--- src/rtl/mnsq_pkg.sv ---
// Shared types and constants of the MIDI note scale quantiser.
package mnsq_pkg;

	localparam int KEY_W    = 7;
	localparam int VEL_W    = 7;
	localparam int STATUS_W = 8;
	localparam int TICK_W   = 32;
	localparam int NOTES    = 128;
	localparam int NOTE_COUNT = 127;

	localparam int CFG_IDX_W  = 3;
	localparam int CFG_DATA_W = 64;

	// Register indexes of the configuration channel.
	localparam logic [CFG_IDX_W-1:0] REG_MASK_LOW  = 3'd0;
	localparam logic [CFG_IDX_W-1:0] REG_MASK_HIGH = 3'd1;
	localparam logic [CFG_IDX_W-1:0] REG_LOWEST    = 3'd2;
	localparam logic [CFG_IDX_W-1:0] REG_HIGHEST   = 3'd3;
	localparam logic [CFG_IDX_W-1:0] REG_TRANSPOSE = 3'd4;
	localparam logic [CFG_IDX_W-1:0] REG_TICK_OFS  = 3'd5;

	localparam logic [3:0] CMD_NOTE_ON  = 4'h9;
	localparam logic [3:0] CMD_NOTE_OFF = 4'h8;

	localparam logic [KEY_W-1:0] KEY_MIN = 7'd24;
	localparam logic [KEY_W-1:0] KEY_MAX = 7'd127;

	localparam logic [KEY_W-1:0] LOWEST_RST  = 7'd21;
	localparam logic [KEY_W-1:0] HIGHEST_RST = 7'd126;

	typedef struct packed {
		logic [63:0]       mask_low;
		logic [62:0]       mask_high;
		logic [KEY_W-1:0]  lowest;
		logic [KEY_W-1:0]  highest;
		logic [7:0]        transpose;
		logic [TICK_W-1:0] tick_offset;
	} cfg_t;

endpackage

--- src/rtl/midi_note_scale_quantizer.sv ---
// Top level of the MIDI note scale quantiser: input stage, key path and result stage.
//
//  group  direction  payload                                         request when
//  s_*    in         tuser status; tdata key, velocity, tick         tvalid & tready
//  m_*    out        tuser status; tdata key, velocity, tick         tvalid & tready
//  cfg_*  in         cfg_index register, cfg_data value              cfg_valid & cfg_ready
//
// One request can enter every cycle while s_tready is high; note events pass both stages.
// Events other than note-on and note-off are dropped in the input stage and give no result.
// The input register and the result register form a two-deep pipeline, so s_tready stays high
// while a result waits, unless both stages are full and m_tready is low.
// Reset clears both stages and loads the register defaults; no clearing pass is needed.
module midi_note_scale_quantizer (
	input  logic                            clk,
	input  logic                            arst_n,
	input  logic                            s_tvalid,
	output logic                            s_tready,
	input  logic [47:0]                     s_tdata,  // note_key, note_velocity, event_tick, pad
	input  logic [7:0]                      s_tuser,  // status_byte
	output logic                            m_tvalid,
	input  logic                            m_tready,
	output logic [47:0]                     m_tdata,  // out_key, out_velocity, out_tick, pad
	output logic [7:0]                      m_tuser,  // out_status
	input  logic                            cfg_valid,
	output logic                            cfg_ready,
	input  logic [mnsq_pkg::CFG_IDX_W-1:0]  cfg_index,
	input  logic [mnsq_pkg::CFG_DATA_W-1:0] cfg_data
);
	import mnsq_pkg::*;

	cfg_t cfg;

	logic                v_s1;
	logic [STATUS_W-1:0] status_s1;
	logic [KEY_W-1:0]    key_s1;
	logic [VEL_W-1:0]    vel_s1;
	logic [TICK_W-1:0]   tick_s1;

	logic                v_s2;
	logic [STATUS_W-1:0] status_s2;
	logic [KEY_W-1:0]    key_s2;
	logic [VEL_W-1:0]    vel_s2;
	logic [TICK_W-1:0]   tick_s2;

	logic                s2_free;
	logic                in_note;
	logic [3:0]          in_cmd;
	logic [KEY_W-1:0]    key_snap;
	logic [STATUS_W-1:0] status_new;

	mnsq_cfg u_cfg (
		.clk       (clk),
		.arst_n    (arst_n),
		.cfg_valid (cfg_valid),
		.cfg_ready (cfg_ready),
		.cfg_index (cfg_index),
		.cfg_data  (cfg_data),
		.cfg       (cfg)
	);

	mnsq_snap u_snap (
		.key_in  (key_s1),
		.cfg     (cfg),
		.key_out (key_snap)
	);

	assign s2_free  = !v_s2 || m_tready;
	assign s_tready = !v_s1 || s2_free;
	assign in_cmd   = s_tuser[7:4];
	assign in_note  = (in_cmd == CMD_NOTE_ON) || (in_cmd == CMD_NOTE_OFF);

	always_ff @(posedge clk or negedge arst_n) begin
		if (!arst_n) begin
			v_s1 <= 1'b0;
		end else if (s_tready) begin
			v_s1 <= s_tvalid && in_note;
		end
	end

	always_ff @(posedge clk) begin
		if (s_tready && s_tvalid) begin
			status_s1 <= s_tuser;
			key_s1    <= s_tdata[6:0];
			vel_s1    <= s_tdata[13:7];
			tick_s1   <= s_tdata[45:14];
		end
	end

	// A zero velocity turns either note command into note-off on the same channel.
	assign status_new = (vel_s1 == '0) ? {CMD_NOTE_OFF, status_s1[3:0]} : status_s1;

	always_ff @(posedge clk or negedge arst_n) begin
		if (!arst_n) begin
			v_s2 <= 1'b0;
		end else if (s2_free) begin
			v_s2 <= v_s1;
		end
	end

	always_ff @(posedge clk) begin
		if (s2_free && v_s1) begin
			status_s2 <= status_new;
			key_s2    <= key_snap;
			vel_s2    <= vel_s1;
			tick_s2   <= tick_s1 + cfg.tick_offset;
		end
	end

	assign m_tvalid = v_s2;
	assign m_tuser  = status_s2;
	assign m_tdata  = {2'b00, tick_s2, vel_s2, key_s2};

endmodule

--- src/rtl/mnsq_cfg.sv ---
// Configuration register file of the MIDI note scale quantiser.
module mnsq_cfg (
	input  logic                            clk,
	input  logic                            arst_n,
	input  logic                            cfg_valid,
	output logic                            cfg_ready,
	input  logic [mnsq_pkg::CFG_IDX_W-1:0]  cfg_index,
	input  logic [mnsq_pkg::CFG_DATA_W-1:0] cfg_data,
	output mnsq_pkg::cfg_t                  cfg
);
	import mnsq_pkg::*;

	cfg_t cfg_q;

	assign cfg_ready = 1'b1;
	assign cfg = cfg_q;

	always_ff @(posedge clk or negedge arst_n) begin
		if (!arst_n) begin
			cfg_q.mask_low    <= '0;
			cfg_q.mask_high   <= '0;
			cfg_q.lowest      <= LOWEST_RST;
			cfg_q.highest     <= HIGHEST_RST;
			cfg_q.transpose   <= '0;
			cfg_q.tick_offset <= '0;
		end else if (cfg_valid) begin
			unique case (cfg_index)
				REG_MASK_LOW:  cfg_q.mask_low    <= cfg_data;
				REG_MASK_HIGH: cfg_q.mask_high   <= cfg_data[62:0];
				REG_LOWEST:    cfg_q.lowest      <= cfg_data[KEY_W-1:0];
				REG_HIGHEST:   cfg_q.highest     <= cfg_data[KEY_W-1:0];
				REG_TRANSPOSE: cfg_q.transpose   <= cfg_data[7:0];
				REG_TICK_OFS:  cfg_q.tick_offset <= cfg_data[TICK_W-1:0];
				default: ;
			endcase
		end
	end

endmodule

--- src/rtl/mnsq_snap.sv ---
// Key path: transpose, range clamp, limit to the lowest and highest registers and snap to the nearest scale note.
module mnsq_snap (
	input  logic [mnsq_pkg::KEY_W-1:0] key_in,
	input  mnsq_pkg::cfg_t             cfg,
	output logic [mnsq_pkg::KEY_W-1:0] key_out
);
	import mnsq_pkg::*;

	logic signed [KEY_W+1:0] sum;
	logic [KEY_W-1:0]        clamped;
	logic [NOTES-1:0]        scale;
	logic [NOTES-1:0]        up_vec;
	logic [NOTES-1:0]        dn_vec;
	logic [KEY_W-1:0]        up_idx;
	logic [KEY_W-1:0]        dn_idx;
	logic                    up_found;
	logic                    dn_found;
	logic [KEY_W-1:0]        up_dist;
	logic [KEY_W-1:0]        dn_dist;

	always_comb begin
		sum = $signed({2'b00, key_in}) + $signed({cfg.transpose[7], cfg.transpose});
		if (sum > $signed({2'b00, KEY_MAX})) begin
			clamped = KEY_MAX;
		end else if (sum < $signed({2'b00, KEY_MIN})) begin
			clamped = KEY_MIN;
		end else begin
			clamped = sum[KEY_W-1:0];
		end
	end

	// Notes at or above the note count are never part of the scale.
	always_comb begin
		for (int i = 0; i < NOTES; i++) begin
			if (i >= NOTE_COUNT) begin
				scale[i] = 1'b0;
			end else if (i < 64) begin
				scale[i] = cfg.mask_low[i];
			end else begin
				scale[i] = cfg.mask_high[i-64];
			end
		end
	end

	assign up_vec = scale & ({NOTES{1'b1}} << clamped);
	assign dn_vec = scale & ~(({NOTES{1'b1}} << clamped) << 1);
	assign up_found = |up_vec;
	assign dn_found = |dn_vec;

	// Lowest set note at or above the key, and highest set note at or below it.
	always_comb begin
		up_idx = '0;
		for (int i = NOTES - 1; i >= 0; i--) begin
			if (up_vec[i]) begin
				up_idx = KEY_W'(i);
			end
		end
	end

	always_comb begin
		dn_idx = '0;
		for (int i = 0; i < NOTES; i++) begin
			if (dn_vec[i]) begin
				dn_idx = KEY_W'(i);
			end
		end
	end

	assign up_dist = up_idx - clamped;
	assign dn_dist = clamped - dn_idx;

	// The upper neighbour wins when both lie at the same distance.
	always_comb begin
		if (clamped >= cfg.highest) begin
			key_out = cfg.highest;
		end else if (clamped <= cfg.lowest) begin
			key_out = cfg.lowest;
		end else if (up_found && (!dn_found || up_dist <= dn_dist)) begin
			key_out = up_idx;
		end else if (dn_found) begin
			key_out = dn_idx;
		end else begin
			key_out = clamped;
		end
	end

endmodule

--- config.mk ---
export PLATFORM = sky130hd
export DESIGN_NAME = midi_note_scale_quantizer
export DESIGN_NICKNAME = d
export VERILOG_FILES = /design/src/rtl/mnsq_pkg.sv /design/src/rtl/midi_note_scale_quantizer.sv /design/src/rtl/mnsq_cfg.sv /design/src/rtl/mnsq_snap.sv
export SDC_FILE = /design/constraint.sdc
export NUM_CORES = 1
export LEC_CHECK = 0
export BUFFER_PORTS_ARGS = -buffer_cell sky130_fd_sc_hd__buf_4
export CORE_ASPECT_RATIO = 2
export CORE_MARGIN = 1
export CORE_UTILIZATION = 40
export DETAILED_ROUTE_END_ITERATION = 6
export GPL_TIMING_DRIVEN = 0
export REMOVE_ABC_BUFFERS = 1
export SKIP_CTS_REPAIR_TIMING = 1
export SYNTH_ARGS = -nofsm -noshare
export SYNTH_HDL_FRONTEND = slang
export SYNTH_HIERARCHICAL = 1
export SYNTH_SLANG_ARGS = --single-unit
--- constraint.sdc ---
create_clock -name clk -period 9.4 [get_ports clk]
set_input_delay 1.88 -clock clk [delete_from_list [all_inputs] [get_ports clk]]
set_output_delay 1.88 -clock clk [all_outputs]
set_load 0.01 [all_outputs]
## Word-level counts from Yosys, hierarchy flattened

Index checks and enable logic that the tools add are counted.

| word-level totals | value |
|---|---|
| flip-flop bits (word level) | 291 |
| latch bits | 0 |
| bits in writable memories | 0 |
| ROM bits | 0 |
| bits of input ports | 128 |
| output and inout port bits | 59 |
| logic and storage cells | 319 |
| memories | 0 |

| cells by class | value |
|---|---|
| add/subtract/negate cells | 4 |
| $mul | 0 |
| div/mod/pow operators | 0 |
| $lt $le $gt $ge | 5 |
| eq/ne operators | 7 |
| shift operators | 1 |
| muxes and demuxes | 261 |
| bitwise operators | 3 |
| reductions and logical operators | 21 |

Operators by type and width:

| cell | number |
|---|---|
| $mux W7 | 198 |
| $and A127 B128 Y128 | 2 |
| $reduce_or A128 Y1 | 2 |
| $mux W6 | 32 |
| $not A128 Y128 | 1 |
| $shl A128 B7 Y128 const A | 1 |
| $mux W5 | 16 |
| $add A32 B32 Y32 | 1 |
| $mux W4 | 8 |
| $le A7 B7 Y1 | 2 |
| $sub A7 B7 Y7 | 2 |
| $mux W3 | 4 |
| $reduce_and A2 Y1 | 6 |
| $add A8 B8 Y9 | 1 |
| $gt A9 B8 Y1 const B | 1 |
| $lt A9 B6 Y1 const B | 1 |
| $eq A4 B4 Y1 const B | 2 |
| $ge A7 B7 Y1 | 1 |
| $logic_not A7 Y1 | 1 |
| $eq A3 B2 Y1 const B | 2 |
| $eq A3 B3 Y1 const B | 2 |
| $logic_and A1 B1 Y1 | 4 |
| $logic_or A1 B1 Y1 | 4 |
| $mux W2 | 2 |
| other kinds (4) | 6 |

## Longest topological paths before layout

Gate-level depths: netlist (run 1).

| depth | value |
|---|---|
| depth after elaboration | 141 |
| depth in mapped cells | 36 |
| mapped depth without buffers | 31 |

## By module

Netlist (run 1), hierarchy kept.

By module, submodules not included:

| module | instances | cells an instance | area an instance (um^2) | sequential area each (um^2) |
|---|---|---|---|---|
| mnsq_snap | 1 | 1367 | 8520.7 | 0.0 |
| mnsq_cfg | 1 | 389 | 7059.3 | 4540.6 |
| midi_note_scale_quantizer | 1 | 367 | 5147.4 | 3293.2 |

## Worst setup path after synthesis (run 1)

Ideal clock, no wire load.

| timing path | value |
|---|---|
| path type | reg-to-reg |
| start point | reg u_cfg.cfg_q, in the netlist u_cfg/cfg[32] |
| end point | reg key_s2[4] (data pin) |
| library setup time | 163 ps |
| data arrival time | 7243 ps |
| data required time | 9237 ps |
| slack | 1994 ps |
| stages on the path, launching flop included | 34 |
| buffers on the path | 3 |
| clock period less this slack | 7406 ps |
| cell sequence | dfrtp_1 -> ha_1 -> fa_1 -> clkbuf_1 -> and3_1 -> nor2_1 -> mux2_2 -> nor4_4 -> buf_6 -> buf_6 -> or4_1 -> a211oi_1 -> a211oi_1 -> a211oi_1 -> a221oi_1 -> o211ai_1 -> a2111oi_0 -> or2_2 -> ha_1 -> inv_1 -> fa_1 -> a21o_1 -> a21oi_1 -> o21bai_1 -> a21oi_1 -> xnor2_1 -> xnor2_1 -> ha_1 -> nand4_1 -> o21ai_0 -> o22ai_1 -> o22ai_4 -> mux2_1 -> o221ai_1 |

| between the ends | value |
|---|---|
| longest elaborated chain between the ends | 141 |
| elaborated cells on any way between the ends | 278 |
| those cells by class | 3 x add/sub; 5 x order compare; 1 x shift; 261 x mux; 3 x bitwise; 5 x reduce/logical |

RTL lines:

| what | line | source |
|---|---|---|
| start, declared | mnsq_cfg.sv:13 | `cfg_t cfg_q;` |
| $add A8 B8 Y9 (*) | mnsq_snap.sv:22 | `sum = $signed({2'b00, key_in}) + $signed({cfg.transpose[7], cfg.transpose});` |
| $lt A9 B6 Y1 | mnsq_snap.sv:25 | `end else if (sum < $signed({2'b00, KEY_MIN})) begin` |
| $mux W7 | mnsq_snap.sv:25 |  |
| $mux W7 (*) | mnsq_snap.sv:23 | `if (sum > $signed({2'b00, KEY_MAX})) begin` |
| $shl A128 B7 Y128 | mnsq_snap.sv:45 | `assign up_vec = scale & ({NOTES{1'b1}} << clamped);` |
| $and A127 B128 Y128 / $not A128 Y128 (equally long branches) | mnsq_snap.sv:45, mnsq_snap.sv:46 |  |
| $mux W7 / $and A127 B128 Y128 (equally long branches) | mnsq_snap.sv:54, mnsq_snap.sv:46 |  |
| $mux W7 / $mux W1 (equally long branches) | mnsq_snap.sv:54, mnsq_snap.sv:63 |  |
| [... 126 more ...] | -- |  |
| $sub A7 B7 Y7, on equally long branches | mnsq_snap.sv:69, mnsq_snap.sv:70 |  |
| $le A7 B7 Y1 | mnsq_snap.sv:78 | `end else if (up_found && (!dn_found \|\| up_dist <= dn_dist)) begin` |
| $logic_or A1 B1 Y1 | mnsq_snap.sv:78 |  |
| $logic_and A1 B1 Y1 | mnsq_snap.sv:78 |  |
| $mux W7 | mnsq_snap.sv:78 |  |
| $mux W7 | mnsq_snap.sv:76 | `end else if (clamped <= cfg.lowest) begin` |
| $mux W7 (*) | mnsq_snap.sv:74 | `if (clamped >= cfg.highest) begin` |
| via key_snap[4] | midi_note_scale_quantizer.sv:48 | `logic [KEY_W-1:0] key_snap;` |
| end signal, assigned | midi_note_scale_quantizer.sv:103 | `key_s2 <= key_snap;` |
| end, declared | midi_note_scale_quantizer.sv:41 | `logic [KEY_W-1:0] key_s2;` |

Mark *: on every way through the listed nets, which the timed path passes. The rest lies on a longest branch.
A chain may end at the register's enable or synchronous reset.

## Worst setup path in the final report (run 1)

| timing path | value |
|---|---|
| start point | reg u_cfg.cfg_q, in the netlist u_cfg/cfg[33] |
| end point | reg key_s2[4] (data pin) |

Same word-level chain as after synthesis.

==> impl_metrics.csv, run 1 <==
group,metric,value,unit
outcome,status,"finished, violations left",
outcome,violations,"design-rule violations",
route,wl_met1,32900,um
clock_network,clk_path_buf_depth,3,
min_path,hold_depth,0,
clock_network,worstSkewPairLatency,0.64,ns
clock_network,cts_buffers,28,
placement,gp_congestion,1.11,
finish,seqCellArea,7830,um2
critical_path,cp.depth,32,
finish,fin_util,48.1,%
clock_network,cts.clk_slew.worst_paths,0.06,ns
grt,grt_max_degree,116,
sta,finalCritPeriodShare,97.9,%
yosys,synth_area,20700,um2
critical_path,critPathMaxFanout,14,
yosys,synthArstFlopShare,62.9,%
route,highest_layer,"met5",
grt,grt_usage,39.0,%
die,fp.dieArea,52800,um2
sta,period_needed,9.20,ns
clock_network,tritoncts,"built",
finish,multi_input_area,12600,um2
route,drt_iter0_markers,1653,
die,io-pin-count,187,
die,rows,117,
sta,hold_viol_final,0,
yosys,syn_avg_cell_area,9.76,um2
route,route.met2.wl,50100,um
critical_path,required,9.84,ns
route,routed_wl,103000,um
sta,worst_pin_slew,1.43,ns
finish,drive_gt1_share,24.0,%
finish,final_nets,2518,
grt,grt_pass1_wl,143000,um
finish,fillers,4849,
finish,fin_cells,2992,
route,dr.pass1.iters,5,
finish,area_growth_syn_to_layout,18.5,%
critical_path,cp-start-kind,"register",
power,irDropWorstVdd,0.000344,V
critical_path,crit_path_start,"u_cfg/cfg[33]$_DFFE_PN0P_",
die,start_util,40.6,%
route,vias_per_cell,6.65,
sta,final_max_slew_viol_count,0,
critical_path,r2r-end,"key_s2[4]$_DFFE_PP_",
grt,grt_overflow,0,
yosys,synth_cells,2123,
critical_path,cp_top_family,"compound AO/OA/AOI/OAI gates",
route,routed-wl-met3,7260,um
grt,antenna_found_initial,3,
die,die_width,163,um
clock_network,cts_root_buffer,"clkbuf_16",
critical_path,crit_buf_inv,5,
critical_path,worst_setup_path_end_kind,"register",
critical_path,cp.arrival,9.64,ns
sta,tns,0,ns
clock_network,cts.sinks,291,
power,p_leak,9.99,nW
critical_path,r2r_cells,32,
power,powerDensity,376,nW/um2
route,detail_route.wl_per_cell,34.4,um
sta,maxSlewHeadroom,3.79,%
critical_path,slowest_stage,"a221oi_4",
clock_network,h-tree-depth,1,
yosys,synth_seq_area_share,37.8,%
yosys,ys.flop_type,"dfrtp_1",
die,coreArea,51100,um2
critical_path,max_stage_delay,0.62,ns
route,drcViolationCount,1,
yosys,yosysWarnings,6,
flow_run,maxCapViolCount,0,
min_path,worstHoldPathType,"reg -> reg",
route,num_vias,19907,
critical_path,reg2reg_from,"u_cfg/cfg[33]$_DFFE_PN0P_",
critical_path,cp-endpoint,"key_s2[4]$_DFFE_PP_",
placement,placedCellCount,2895,
sta,max_freq,109,MHz
yosys,synth-edff-count,108,
die,die_height,324,um
sta,finalSetupViolCount,0,
route,drtAntennaViolNets,0,
sta,clock-skew-final,0.0132,ns
yosys,ys_ff_latch,291,
yosys,ys_types,113,
placement,hpwlAfterDp,79000,um
sta,whs,0.421,ns
grt,grt_pass1_vias,20119,
critical_path,r2r_slack,0.20,ns
critical_path,criticalPathCategory,"reg -> reg",
placement,numPortBuffers,181,
registers in the layout, indices dropped and copies added (netlist names):
signal     count
m_tuser        8
vel_s2         7
tick_s1       32
key_s2         7
key_s1         7
u_cfg/cfg    181
tick_s2       32
v_s1           1
m_tvalid       1
status_s1      8
vel_s1         7
report_power, final:
part	switching [mW]	internal (mW)
combinational	4.19	2.08
clock	0.530	0.617
sequential	0.261	1.57
total	4.98	4.26
cells in the final DEF (no fill, tap or decap), types with 12 or more instances in the layout:
cell type / n
a211oi_1: 24
a21boi_0: 22
a21o_1: 41
a21oi_1: 144
a31oi_1: 30
and2_1: 18
and3_1: 15
buf_4: 222
clkbuf_16: 29
dfrtp_1: 174
edfxtp_1: 108
ha_1: 69
inv_1: 70
mux2_1: 61
mux2_2: 64
mux2_4: 60
nand2_1: 148
nand2b_1: 22
nand3_1: 74
nand4_1: 33
nor2_1: 123
nor3_1: 39
nor4_1: 23
o211ai_1: 37
o21a_1: 24
o21ai_0: 124
o21ai_1: 15
o21bai_1: 16
o22ai_1: 12
o31ai_1: 25
or2_2: 15
xnor2_1: 23
xor2_1: 17
Yosys cell counts, drive strengths merged, types with 10 or more instances:
library cell  number  area [um2]
mux2             185        2310
dfrtp            174        4350
nand2            154         578
a21oi            150         754
o21ai            148         763
nor2             129         484
edfxtp           108        3240
nand3             78         390
inv               75         282
ha                71         888
clkbuf            47         176
buf               46         337
nor3              45         230
a21o              42         315
o211ai            39         303
a31oi             33         228
nand4             33         206
a211oi            29         235
nor4              28         211
o31ai             27         208
a21boi            24         180
o21a              24         180
xnor2             24         218
nand2b            22         138
and2              20         125
or2               18         113
xor2              18         158
o21bai            17         139
o311ai            16         148
and3              15        93.8
a221oi            13         131
o22ai             13        95.1
o221ai            12         111
a211o             11        96.3
a22oi             11        96.3
nand3b            11        95.1
nor2b             11        68.8
o31a              11        96.3
or3               11        68.8
a31o              10        87.6
o211a             10         100
how the worst min path moves through the flow:
stage                           startpoint              endpoint
global placement    status_s1[3]$_DFFE_PP_  m_tuser[3]$_DFFE_PP_
CTS                 status_s1[2]$_DFFE_PP_  m_tuser[2]$_DFFE_PP_
global route        status_s1[1]$_DFFE_PP_  m_tuser[1]$_DFFE_PP_
floorplan           status_s1[0]$_DFFE_PP_  m_tuser[0]$_DFFE_PP_
detailed placement  status_s1[2]$_DFFE_PP_  m_tuser[2]$_DFFE_PP_
finish              status_s1[2]$_DFFE_PP_  m_tuser[2]$_DFFE_PP_
through the flow:
step / area [um2] / total power [mW] / setup slack (ns)
floorplan: 20200 / 5.17 / 1.21
global placement: 22400 / 7.30 / -4.16
detailed placement: 22900 / 7.43 / -2.33
CTS: 23800 / 8.61 / -2.38
global route: 24600 / 9.64 / -0.0438
finish: 24600 / 9.24 / 0.198
metal layers:
layer	vias up	track usage (%)
met5	-	0.189
met4	2	37.9
met3	413	9.88
met2	1065	66.8
met1	9801	37.3
li1	8626	-
final cells by class:
class	instances	share of cell area, %
Multi-Input combinational cell	1667	51.3
Sequential cell	291	31.9
Timing Repair Buffer	250	8.50
Clock buffer	45	3.43
Tap cell	654	3.33
Inverter	75	1.22
Clock inverter	7	0.224
Timing Repair inverter	2	0.0509
Antenna cell	1	0.0102
cell families after synthesis:
family | after synthesis | synth area share (%)
AO/OA/AOI/OAI | 733 | 24.9
AND/OR/NAND/NOR | 623 | 15.6
flip-flops | 291 | 37.8
multiplexers | 189 | 11.3
buffers and inverters | 168 | 3.83
adder cells (fa/ha/maj) | 75 | 4.67
XOR/XNOR | 42 | 1.81
other | 2 | 0.0362
(Power assumes the default switching activity.)
==> run 2, diff against run 1 <==
--- a/config.mk
+++ b/config.mk
@@ -7,7 +7,7 @@
 export LEC_CHECK = 0
 export BUFFER_PORTS_ARGS = -buffer_cell sky130_fd_sc_hd__buf_4
 export CORE_ASPECT_RATIO = 2
-export CORE_MARGIN = 1
+export CORE_MARGIN = 10
 export CORE_UTILIZATION = 40
 export DETAILED_ROUTE_END_ITERATION = 6
 export GPL_TIMING_DRIVEN = 0
==> run 2 against run 1 <==
  * The flow finishes with violations (max-capacitance violations, max-slew violations)
  * Global-route usage is 5.0 points lower
  * Hold slack improved by 0.0089 ns
  * Worst setup slack lost 0.16 ns
  * Flip-flop and latch count unchanged
  * Design area barely moved
  * Die area up 17%
  * Sequential share of layout area is essentially flat
  * Register-to-register slack got worse by 0.16 ns
  * Via count fell by 0.96%
==> impl_metrics.csv, run 2 (synthesis gave the netlist of run 1 again) <==
group,metric,value,unit
critical_path,criticalPathCategory,"reg -> reg",
clock_network,cts.clk_slew.worst_paths,0.07,ns
clock_network,tritoncts,"built",
route,vias_per_cell,6.59,
sta,final_max_slew_viol_count,5,
placement,numPortBuffers,181,
critical_path,cp.arrival,9.68,ns
finish,final_cell_mix,"buf_4, dfrtp_1, nand2_1",
clock_network,clk_path_buf_depth,3,
die,fp.dieArea,61900,um2
route,highest_layer,"met5",
route,drt_iter0_markers,1367,
route,dr.pass1.iters,6,
finish,fillers,4824,
route,drtAntennaViolNets,0,
sta,period_needed,9.37,ns
grt,grt_usage,34.0,%
outcome,violations,"max-capacitance violations, max-slew violations",
power,p_leak,10.0,nW
die,start_util,40.2,%
sta,whs,0.430,ns
critical_path,path_common_cell,"ha_1",
finish,area_growth_syn_to_layout,18.7,%
sta,tns,0,ns
sta,maxSlewHeadroom,-3.92,%
finish,fin_area,24600,um2
outcome,status,"finished, violations left",
critical_path,max_stage_delay,0.64,ns
placement,place_area,23000,um2
grt,grt_max_degree,114,
critical_path,slowest_stage,"nor4_1",
finish,final_nets,2513,
die,coreArea,51500,um2
route,detail_route.wl_per_cell,36.5,um
clock_network,cts_buffers,28,
route,wl_met1,34700,um
power,power_frac_clock,13.2,%
min_path,worstHoldPathType,"reg -> reg",
placement,gp_congestion,1.09,
sta,clock-skew-final,0.0172,ns
die,die_width,181,um
sta,finalCritPeriodShare,99.6,%
power,irDropWorstVdd,0.000347,V
critical_path,worst_setup_path_end_kind,"register",
finish,largest_reg_flops,181,
route,routed_wl,109000,um
die,rows,118,
critical_path,required,9.71,ns
finish,drive_gt1_share,23.8,%
power,power_frac_comb,67.3,%
grt,antenna_found_initial,1,
finish,antenna_cells_inserted,0,
finish,layout_commonest_cell,"buf_4",
finish,fin_util,47.7,%
flow_run,maxCapViolCount,1,
sta,max_freq,107,MHz
sta,worst_pin_slew,1.54,ns
clock_network,cts_root_buffer,"clkbuf_16",
grt,grt_pass1_vias,20140,
route,num_vias,19715,
die,die_height,342,um
clock_network,cts.sinks,291,
route,routed-wl-met3,6550,um
power,p_sw_share,53.7,%
clock_network,worstSkewPairLatency,0.61,ns
power,power_switching,5.02,mW
grt,grt_pass1_wl,152000,um
sta,finalSetupViolCount,0,
route,route.met2.wl,55500,um
power,p_int,4.33,mW
critical_path,critPathMaxFanout,10,
clock_network,h-tree-depth,1,
route,drcViolationCount,0,
sta,hold_viol_final,0,
grt,grt_overflow,0,
die,io-pin-count,187,
placement,hpwlAfterDp,87600,um
power,powerDensity,380,nW/um2
power,sequentialPowerShare,19.5,%
critical_path,cp-start-kind,"register",
run 2: power by group through the flow:
stage          sequential [mW]  clock, mW  combinational [mW]
2_1_floorplan             1.72          0                3.46
3_3_place_gp              1.83          0                5.65
3_5_place_dp              1.83          0                5.84
4_1_cts                   1.81       1.26                5.87
5_1_grt                   1.84       1.30                6.58
6_report                  1.82       1.23                6.30
run 2: path summary, 6_finish.rpt:
check                           slack (ns)                      start                    endpoint  cells after the start
worst max-delay path                  0.03  u_cfg/cfg[32]$_DFFE_PN0P_         key_s2[1]$_DFFE_PP_                     28
max in group asynchronous             7.15                     arst_n  u_cfg/cfg[148]$_DFFE_PN0P_                      2
worst min-delay path                  0.43     status_s1[2]$_DFFE_PP_        m_tuser[2]$_DFFE_PP_                      0
min in group asynchronous             1.19                     arst_n    u_cfg/cfg[1]$_DFFE_PN0P_                      1
worst min register to register        0.43     status_s1[2]$_DFFE_PP_        m_tuser[2]$_DFFE_PP_                      0
worst max register to register        0.03  u_cfg/cfg[32]$_DFFE_PN0P_         key_s2[1]$_DFFE_PP_                     28
run 2: final cells by class:
class | count | area (um2) | area share (%)
inverters | 75 | 305 | 1.24
repair buffers | 249 | 2130 | 8.68
multi-input cells | 1665 | 12500 | 50.9
well taps | 660 | 826 | 3.36
flip-flops and latches | 291 | 7830 | 31.9
clock buffers | 37 | 807 | 3.28
clock inverters | 15 | 175 | 0.712
run 2: worst max-delay path, delay by kind of cell (launching register included):
kind	cells	cell delay (ns)
compound gates	15	4.44
simple gates	6	1.96
flops	1	0.38
xor+xnor	3	0.83
fa+ha+maj	4	1.39
run 2: layer usage:
layer  vias up  track usage, %
met5         -               0
met4         2            30.7
met3       359            6.51
met2       945            61.2
met1      9799            31.8
li1       8610               -
run 2: stage by stage:
stage / setup WS, ns / power (mW) / instances
2_1_floorplan: 1.21 / 5.17 / 2031
3_3_place_gp: -3.82 / 7.48 / 2872
3_5_place_dp: -1.72 / 7.67 / 2908
4_1_cts: -1.80 / 8.94 / 2960
5_1_grt: -0.0159 / 9.72 / 2992
6_report: 0.0341 / 9.35 / 2992
